`src/pfs_pkg.sv`:
```
// Shared types, constants and codes for the palette fade scheduler.
`default_nettype none
package pfs_pkg;
  localparam int unsigned EffectSlotsDef    = 8;
  localparam int unsigned PaletteEntriesDef = 256;
  localparam int unsigned ColorW = 8;
  localparam int unsigned IdxW   = 8;
  localparam int unsigned FrameW = 16;
  localparam int unsigned SlotW  = 3;
  localparam int unsigned StepsW = 10;
  // product s*(diff): s up to 1023 (11 bits unsigned), diff 9 bits signed
  localparam int unsigned ProdW  = 20;

  typedef enum logic [1:0] {
    ACT_STORE = 2'd0,
    ACT_LOAD  = 2'd1,
    ACT_QUERY = 2'd2,
    ACT_NONE  = 2'd3
  } action_e;

  typedef struct packed {
    logic             valid;
    logic             fade_out;
    logic [StepsW-1:0] steps;
    logic [FrameW-1:0] start;
    logic [ColorW-1:0] r;
    logic [ColorW-1:0] g;
    logic [ColorW-1:0] b;
  } fx_slot_t;

  // controller -> datapath
  typedef struct packed {
    logic       clear;      // zero one palette entry
    logic       capture;    // latch input item
    logic       pal_write;  // write base palette
    logic       slot_write; // write effect slot
    logic       scan_init;  // start slot scan
    logic       scan_step;  // examine one slot
    logic       chan_load;  // load divider for current channel
    logic       div_step;   // one divider iteration
    logic       chan_store; // store finished channel
    logic [1:0] chan;       // channel select
    logic       finish;     // present result
  } pfs_cmd_t;

  // datapath -> controller
  typedef struct packed {
    logic       clear_done;
    logic [1:0] action;
    logic       scan_done;
    logic       hit;
    logic       div_done;
  } pfs_sts_t;
endpackage
`default_nettype wire

```
`src/pfs_ctrl.sv`:
```
// Controller state machine: palette clearing pass after reset, then sequencing store, load and query items.
`default_nettype none
module pfs_ctrl (
  input  wire logic              clk_i,
  input  wire logic              rst_ni,
  input  wire logic              start_i,
  input  wire pfs_pkg::pfs_sts_t sts_i,
  output logic                   busy_o,
  output pfs_pkg::pfs_cmd_t      cmd_o
);
  import pfs_pkg::*;

  typedef enum logic [8:0] {
    ST_IDLE  = 9'b0_0000_0001,
    ST_DISP  = 9'b0_0000_0010,
    ST_RDPAL = 9'b0_0000_0100,
    ST_SCAN  = 9'b0_0000_1000,
    ST_LOAD  = 9'b0_0001_0000,
    ST_DIV   = 9'b0_0010_0000,
    ST_STORE = 9'b0_0100_0000,
    ST_DONE  = 9'b0_1000_0000,
    ST_CLEAR = 9'b1_0000_0000
  } state_e;

  state_e     state_q, state_d;
  logic [1:0] chan_q, chan_d;

  always_ff @(posedge clk_i or negedge rst_ni) begin
    if (!rst_ni) begin
      state_q <= ST_CLEAR;
      chan_q  <= '0;
    end else begin
      state_q <= state_d;
      chan_q  <= chan_d;
    end
  end

  always_comb begin
    state_d = state_q;
    chan_d  = chan_q;
    cmd_o   = '0;
    cmd_o.chan = chan_q;
    unique case (state_q)
      ST_CLEAR: begin
        cmd_o.clear = 1'b1;
        if (sts_i.clear_done) state_d = ST_IDLE;
      end
      ST_IDLE: begin
        if (start_i) begin
          cmd_o.capture = 1'b1;
          state_d = ST_DISP;
        end
      end
      ST_DISP: begin
        unique case (sts_i.action)
          ACT_STORE: begin cmd_o.pal_write = 1'b1; state_d = ST_DONE; end
          ACT_LOAD:  begin cmd_o.slot_write = 1'b1; state_d = ST_DONE; end
          ACT_QUERY: state_d = ST_RDPAL;
          default:   state_d = ST_DONE;
        endcase
      end
      ST_RDPAL: begin cmd_o.scan_init = 1'b1; state_d = ST_SCAN; end
      ST_SCAN: begin
        cmd_o.scan_step = 1'b1;
        if (sts_i.scan_done) begin
          chan_d  = '0;
          state_d = sts_i.hit ? ST_LOAD : ST_DONE;
        end
      end
      ST_LOAD: begin cmd_o.chan_load = 1'b1; state_d = ST_DIV; end
      ST_DIV: begin
        cmd_o.div_step = 1'b1;
        if (sts_i.div_done) state_d = ST_STORE;
      end
      ST_STORE: begin
        cmd_o.chan_store = 1'b1;
        chan_d = chan_q + 2'd1;
        state_d = (chan_q == 2'd2) ? ST_DONE : ST_LOAD;
      end
      ST_DONE: begin cmd_o.finish = 1'b1; state_d = ST_IDLE; end
      default: state_d = ST_IDLE;
    endcase
  end

  assign busy_o = (state_q != ST_IDLE);

  ap_onehot: assert property (@(posedge clk_i) disable iff (!rst_ni)
    $onehot(state_q)) else $error("state not one-hot");
  ap_finish_idle: assert property (@(posedge clk_i) disable iff (!rst_ni)
    cmd_o.finish |=> !busy_o) else $error("busy after finish");
  ap_chan_range: assert property (@(posedge clk_i) disable iff (!rst_ni)
    cmd_o.chan_load |-> chan_q != 2'd3) else $error("bad channel");
endmodule
`default_nettype wire
```
`config.mk`:
```
export PLATFORM = sky130hd
export DESIGN_NAME = pfs_ctrl
export DESIGN_NICKNAME = d
export VERILOG_FILES = /design/src/pfs_pkg.sv /design/src/pfs_ctrl.sv
export SDC_FILE = /design/constraint.sdc
export NUM_CORES = 1
export LEC_CHECK = 0
export ABC_AREA = 1
export ABC_CLOCK_PERIOD_IN_PS = 2900
export BUFFER_PORTS_ARGS = -buffer_cell sky130_fd_sc_hd__buf_4
export CAP_MARGIN = 20
export CORE_MARGIN = 1.5
export CORE_UTILIZATION = 54
export DETAILED_ROUTE_END_ITERATION = 6
export PLACE_DENSITY = 0.89
export SLEW_MARGIN = 20
export SYNTH_ARGS = -nofsm -noshare
export SYNTH_HDL_FRONTEND = slang
export SYNTH_SLANG_ARGS = --single-unit
```
`constraint.sdc`:
```
create_clock -name clk_i -period 2.9 [get_ports clk_i]
set_clock_uncertainty 0.1 [all_clocks]
set_input_delay 0.145 -clock clk_i [delete_from_list [all_inputs] [get_ports clk_i]]
set_output_delay 0.145 -clock clk_i [all_outputs]
set_load 0.01 [all_outputs]
```
======== Word level (Yosys, flattened, before mapping) ========
Index checks and enable logic that the tools add are counted.
cells by class
  add/sub/neg operators ................... 1
  eq/ne operators ......................... 17
  mux-type cells .......................... 22
  reduce and logical (&&, ||, !) cells .... 4
operator list
  operator                                                number
  one-hot mux 9 bit (8 select lines)                      1
  2-to-1 mux 9 bit                                        4
  2-to-1 mux 8 bit                                        3
  2-to-1 mux 1 bit                                        11
  == test 9 x 1 -> 1 bit (second input constant)          1
  == test 9 x 2 -> 1 bit (second input constant)          1
  == test 9 x 3 -> 1 bit (second input constant)          1
  == test 9 x 4 -> 1 bit (second input constant)          1
  == test 9 x 5 -> 1 bit (second input constant)          1
  == test 9 x 6 -> 1 bit (second input constant)          1
  == test 9 x 7 -> 1 bit (second input constant)          1
  == test 9 x 8 -> 1 bit (second input constant)          1
  == test 9 bit (second input constant)                   1
  inequality test 9 x 1 -> 1 bit (second input constant)  1
  inequality test 2 bit (second input constant)           4
  == test 2 bit (second input constant)                   2
  2-to-1 mux 2 bit                                        2
  one-hot mux 2 bit (2 select lines)                      1
  AND reduction 4 bit                                     1
  adder 2 x 1 -> 2 bit (second input constant)            1
  == test 2 x 1 -> 1 bit (second input constant)          1
  zero test 2 bit                                         1
  AND reduction 2 bit                                     1
  nonzero test 2 bit                                      1
word-level totals
  flip-flop bits (word level) ............. 11
  bits of input ports ..................... 9
  logic and storage cells ................. 46

======== Longest topological paths before layout ========
Gate-level depths: netlist of the first run.
  depth after elaboration ................. 3
  depth in mapped cells ................... 10
  mapped depth without buffers ............ 10

======== Least setup slack after synthesis of the first run ========
Ideal clock, no wire load.
  path kind ............................... register to register
  start point ............................. reg state_q[8]
  end point ............................... reg state_q[7]
  arrival ................................. 1131 ps
  required time ........................... 2683 ps
  setup slack ............................. 1552 ps
  cell stages (with the launch flop) ...... 10
  path buffers ............................ 0
  path through ............................ dfstp_2 inv_2 nand2_2 nor2_4 nand2_2 inv_2 nor2_1 nand2_1 nand2_1 nor2_1
on the way
  longest elaborated chain between the ends .. 3
  elaborated cells on any way between the ends .. 14
RTL lines
  what                                         RTL line        RTL
  start: declaration                           pfs_ctrl.sv:25  state_e state_q, state_d;
  start signal: assignment                     pfs_ctrl.sv:33  state_q <= state_d;
  == test 9 bit, or another cell as far along  pfs_ctrl.sv:43  unique case (state_q)
  inequality test 2 bit (no source line)       --
  AND reduction 4 bit (no source line)         --
Parallel ways exist; a longest one is shown, timed or not.
A chain may end at the register's enable or synchronous reset.

==> results.yml, run 1 <==
floorplan:
  die-area_um2: 1750
  placementRows: 13
  initial_utilization_pct: 60.4
  die_h_um: 41.9
  pin_count: 22
  coreArea_um2: 1350
  die_x_um: 41.9
yosys:
  synth.top_cell.area_share_pct: 30.7
  syn_area_per_cell_um2: 6.58
  synth-seq-area-share_pct: 33.9
  syn_area_um2: 816
  syn_nets: 134
  synthCells: 124
  ys_ff_latch: 11
  netlist_top_cells_area: "dfrtp_1, nand2_1, inv_1"
  ys_warn_count: 0
  ys_types: 21
  synth_top_cell_by_area: "dfrtp_1"
detailed_routing:
  drt-pass1-iter-count: 4
  drtIter0Drc: 44
  finalWirelength_um: 2170
  routedWlPerCell_um: 13.1
  vias: 906
  final_antenna_net_count: 0
  vias_per_cell: 5.46
  drc: 0
final_layout:
  fillerInstances: 100
  num_antenna_cells: 0
  layout-drive-gt1-share_pct: 31.1
  nets: 162
  fin_util_pct: 76.9
  area_delta_synth_final_pct: 27.3
  design_area_um2: 1040
place:
  place_congestion: 0.969
  io_buffer_count: 21
  dpl.hpwl_um: 1610
  placed_cell_area_um2: 992
global_routing:
  grtUsageMet2_pct: 42.8
  top_usage_layer: "met2"
  use_met3_pct: 2.17
  grt_max_degree: 12
  antenna_found_initial: 0
  overflow: 0
  grt_pass1_vias: 799
  grt_util_met1_pct: 33.3
  grt_pass1_wl_um: 3460
  grtUsageTotal_pct: 25.7
setup_path:
  rr_startpoint: "state_q[3]$_DFFE_PN0P_"
  reg2reg_depth: 8
  worstPathRequired_ps: 2650
  end_kind: "primary output"
  crit_fanout: 5
  crit_start: "state_q[5]$_DFFE_PN0P_"
  startpoint_type: "register"
  crit_type: "register to primary output"
  arrival_ps: 1520
cts:
  cts_tree: "done"
  clockRootBuffer: "clkbuf_4"
  cts_buffers: 3
  clk_path_buf_depth: 2
  clock_latency_ps: 270
  h-tree-depth: 1
  cts_sinks: 11
  clk_pin_slew_ps: 70
pwr:
  p_comb_share_pct: 52.6
  p_total_w: 0.000660
  switchingPower_w: 0.000294
  power.share.switching_pct: 44.6
  p_int_w: 0.000366
  clockPowerShare_pct: 16.1
  p_seq_share_pct: 31.3
  peakVddDrop_uv: 541
  p_per_area_nw_per_um2: 636
  p_leak_nw: 0.643
worst_hold_path:
  hold_start: "sts_i[4]"
  hp-class: "input pin to register"
  hold_path_depth: 3
timing:
  tightest_slew_ps: 285
  period_minus_slack_ps: 1760
  finalSetupViolCount: 0
  tns_ps: 0
  period_share_pct: 60.7
  rsz0062_at_grt: "no"
  maxSlewViolCount: 0
  fin_hold_ws_ps: 23.5
  slew-limit-headroom_pct: 80.9
  fmax_ghz: 0.568
  hold_viol_final: 0
outcome:
  status: "complete, no violations"
flow_run:
  maxCapViolCount: 0
cells in the mapped netlist, drive strengths merged:
cell type  number
nand4           3
nor2           29
dfstp           1
nand3b          1
ha              1
nand2          30
a21oi           1
dfrtp          10
o211ai          1
nor4            2
nand3           9
inv            27
o21ai           6
nor3            3
through the flow:
stage / std cells / setup WS [ps]
4_1_cts: 166 / 1200
5_1_grt: 166 / 1080
3_3_place_gp: 160 / 1460
6_report: 166 / 1140
3_5_place_dp: 160 / 1410
2_1_floorplan: 124 / 1550
metal layers:
| metal | vias to the layer above | share of wire [%] |
|---|---|---|
| met2 | 53 | 50 |
| met3 | 9 | 7.2 |
| li1 | 436 | - |
| met1 | 408 | 40 |
| met4 | 0 | 2.9 |
| met5 | - | 0 |
kinds of logic after synthesis:
| kind of cell | Yosys count | share of synthesized area (%) |
|---|---|---|
| AO/OA/AOI/OAI | 8 | 5.21 |
| adder cells (fa/ha/maj) | 1 | 1.53 |
| AND/OR/NAND/NOR | 77 | 46.9 |
| flip-flops | 11 | 33.9 |
| buffers and inverters | 27 | 12.4 |
path summary, 6_finish.rpt:
| path | slack (ps) | to |
|---|---|---|
| setup / recovery | 1140 | cmd_o[9] |
| hold reg to reg | 440 | chan_q[0]$_DFFE_PN0P_ |
| hold / removal | 20 | state_q[2]$_DFFE_PN0P_ |
| max in group asynchronous | 2340 | state_q[8]$_DFFE_PN1P_ |
| min in group asynchronous | 130 | chan_q[0]$_DFFE_PN0P_ |
| setup reg to reg | 1390 | chan_q[0]$_DFFE_PN0P_ |
what timing repair did:
action                                 CTS  global route
resized for setup                        0             0
endpoints found under the hold margin   12             0
hold buffers                             2             0
setup buffers                            0             0
cell usage in the layout, fill, tap and decap left out:
master / count
nand3_1: 9
inv_2: 6
dlygate4sd3_1: 2
clkbuf_1: 1
nand3b_1: 1
ha_1: 1
buf_4: 21
nor3_2: 1
nand4_1: 3
a21oi_1: 1
o211ai_1: 1
dfrtp_1: 10
nand2_1: 23
nand2_4: 1
nand2_2: 6
clkbuf_4: 3
o21ai_0: 4
nor4_1: 2
nor3_1: 2
nor2_1: 21
inv_1: 21
nor2_4: 3
dfstp_2: 1
o21ai_1: 2
nor2_2: 5
cell type report:
| class | instances | area [um^2] | area share (%) |
|---|---|---|---|
| clock buffer | 4 | 26.3 | 2.53 |
| inverter | 27 | 101 | 9.76 |
| multi-input combinational | 86 | 438 | 42.2 |
| sequential | 11 | 277 | 26.6 |
| tap | 15 | 18.8 | 1.81 |
| timing repair buffer | 23 | 178 | 17.1 |
power groups by stage:
stage | Combinational (W) | Sequential, W | Clock [W]
after floorplan | 0.000234 | 0.000209 | 0
after global placement | 0.000327 | 0.000208 | 0
after detailed placement | 0.000336 | 0.000209 | 0
after CTS | 0.000344 | 0.000206 | 0.000105
after global routing | 0.000389 | 0.000210 | 0.000112
final | 0.000347 | 0.000207 | 0.000106
critical path, stage by stage (launching register included):
cell     delay, ps
dfrtp_1        410
nor2_2         190
nand2_4        110
nor2_4         130
nand3_1        120
nor2_1         140
buf_4          140
flip-flops by register name, summed over array words and instances (netlist names):
register and cells:
chan_q 2, state_q 9
No activity file was read; power rests on OpenSTA's default activity.
==> inputs of run 2 (changes only) <==
--- a/config.mk
+++ b/config.mk
@@ -6,13 +6,13 @@
 export NUM_CORES = 1
 export LEC_CHECK = 0
 export ABC_AREA = 1
-export ABC_CLOCK_PERIOD_IN_PS = 2900
+export ABC_CLOCK_PERIOD_IN_PS = 1800
 export BUFFER_PORTS_ARGS = -buffer_cell sky130_fd_sc_hd__buf_4
 export CAP_MARGIN = 20
 export CORE_MARGIN = 1.5
-export CORE_UTILIZATION = 54
+export CORE_UTILIZATION = 50
 export DETAILED_ROUTE_END_ITERATION = 6
-export PLACE_DENSITY = 0.89
+export PLACE_DENSITY = 0.84
 export SLEW_MARGIN = 20
 export SYNTH_ARGS = -nofsm -noshare
 export SYNTH_HDL_FRONTEND = slang
==> constraint.sdc (replaced) <==
create_clock -name clk_i -period 1.8 [get_ports clk_i]
set_clock_uncertainty 0.1 [all_clocks]
set_input_delay 0.09 -clock clk_i [delete_from_list [all_inputs] [get_ports clk_i]]
set_output_delay 0.09 -clock clk_i [all_outputs]
set_load 0.01 [all_outputs]
==> run 2 against run 1 <==
  * Register-to-register slack worse by 1100 ps
  * Sequential cell count stayed put
  * Hold slack better by 1.3 ps
  * Sequential share of layout area is 0.29 points lower
  * Routed wire length is 13% lower
  * Total power is 57% higher
  * Largest power group unchanged
==> results.yml, run 2 (same netlist as run 1, synthesis figures left out) <==
setup_path:
  r2r_end: "state_q[7]$_DFFE_PN0P_"
  reg2reg_depth: 8
  worstPathRequired_ps: 1610
  startpoint_type: "register"
  arrival_ps: 1420
  crit_type: "register to primary output"
  rrSetupSlack_ps: 270
  crit_fanout: 5
  rr_startpoint: "state_q[0]$_DFFE_PN0P_"
  end_kind: "primary output"
detailed_routing:
  drt-pass1-iter-count: 4
  vias: 844
  wl_met3_um: 130
  highest_layer: "met4"
  routedWlPerCell_um: 11.2
  met2WireLength_um: 897
  drtIter0Drc: 24
  finalWirelength_um: 1890
  wl_met1_um: 837
  vias_per_cell: 5.02
  drc: 0
  final_antenna_net_count: 0
worst_hold_path:
  hold_start: "sts_i[5]"
  hold_path_end: "state_q[8]$_DFFE_PN1P_"
  hold_path_depth: 4
  hp-class: "input pin to register"
timing:
  slew-limit-headroom_pct: 81.7
  period_share_pct: 89.4
  period_minus_slack_ps: 1610
  hold_viol_final: 0
  tns_ps: 0
  finalSetupViolCount: 0
  rsz0062_at_grt: "no"
  tightest_slew_ps: 273
  maxSlewViolCount: 0
  fmax_ghz: 0.622
final_layout:
  largest_register_ffs: 9
  layout-drive-gt1-share_pct: 30.9
  stdcell_count: 168
  regMostFlops: "state_q"
  layout_common_cells: "nand2_1, inv_1, nor2_1, buf_4, dfrtp_1"
  num_antenna_cells: 0
  top_regs: "state_q: 9 flops, chan_q: 2 flops"
  layout_commonest_cell: "nand2_1"
  nets: 163
  area_delta_synth_final_pct: 28.7
  design_area_um2: 1050
cts:
  cts_hold_buffers: 3
  cts_tree: "done"
  ctsResizeCount: 0
  cts_buffers: 3
  cts_setup_buffers: 0
  clockRootBuffer: "clkbuf_4"
  h-tree-depth: 1
  cts_sinks: 11
  clock_latency_ps: 260
  clk_pin_slew_ps: 70
  clk_path_buf_depth: 2
global_routing:
  overflow: 0
  antenna_found_initial: 0
  grt_max_degree: 12
  grt_pass1_vias: 790
  grt_pass1_wl_um: 3330
  grtUsageTotal_pct: 23.3
floorplan:
  pin_count: 22
  die_h_um: 43.4
  die-area_um2: 1880
  initial_utilization_pct: 53.5
  placementRows: 14
  die_x_um: 43.4
  coreArea_um2: 1520
outcome:
  status: "complete, no violations"
place:
  dpl.hpwl_um: 1570
  place_congestion: 0.925
  io_buffer_count: 21
  placed_cell_area_um2: 993
  dpl.cell_count: 161
pwr:
  p_per_area_nw_per_um2: 990
  p_leak_nw: 0.647
  p_total_w: 0.00104
  peakVddDrop_uv: 621
flow_run:
  maxCapViolCount: 0
[run 2: cell types whose count changed in the layout (fill, tap and decap cells not counted)]
cell           previous run  this run
dlygate4sd3_1             2         3
[run 2: worst max-delay path by stage]
stage,startpoint,to,slack [ps],cells past startpoint
finish,state_q[5]$_DFFE_PN0P_,cmd_o[8],190,6
global placement,state_q[8]$_DFFE_PN1P_,state_q[7]$_DFFE_PN0P_,300,9
CTS,state_q[5]$_DFFE_PN0P_,cmd_o[8],180,6
global route,state_q[3]$_DFFE_PN0P_,cmd_o[10],60,6
detailed placement,state_q[0]$_DFFE_PN0P_,state_q[7]$_DFFE_PN0P_,290,8
floorplan,state_q[8]$_DFFE_PN1P_,state_q[7]$_DFFE_PN0P_,450,9
[run 2: final cells by class]
cell class	count	area (um^2)
clock buffer	4	26.3
tap	16	20.0
multi-input combinational	86	438
sequential	11	277
timing repair buffer	24	188
fill	124	474
inverter	27	101
[run 2: per-stage QoR]
step	setup WS, ps	hold WS, ps	util (%)
6_report	192	24.9	68.9
3_5_place_dp	293	-170	65.2
5_1_grt	55.9	39.5	68.9
2_1_floorplan	452	-306	-
4_1_cts	182	25.9	68.9
3_3_place_gp	304	-173	65.2
[run 2: report_power, final]
part	internal, W	switching, W	total, W
sequential	0.000289	0.0000462	0.000336
clock	0.0000857	0.0000808	0.000167
combinational	0.000216	0.000321	0.000537
total	0.000592	0.000448	0.00104
[run 2: per-layer routing]
metal / up-vias / global-route usage, %
met5: - / 0
met4: 0 / 6.06
met3: 4 / 4.58
met2: 29 / 40.0
met1: 371 / 30.3
li1: 440 / -
[run 2: worst max-delay path, cell delays in order (launching register included)]
cell and delay, ps:
dfrtp_1 400, nor2_2 180, nand2_4 110, nor2_4 130, nand3_1 100, nor2_1 100
buf_4 120
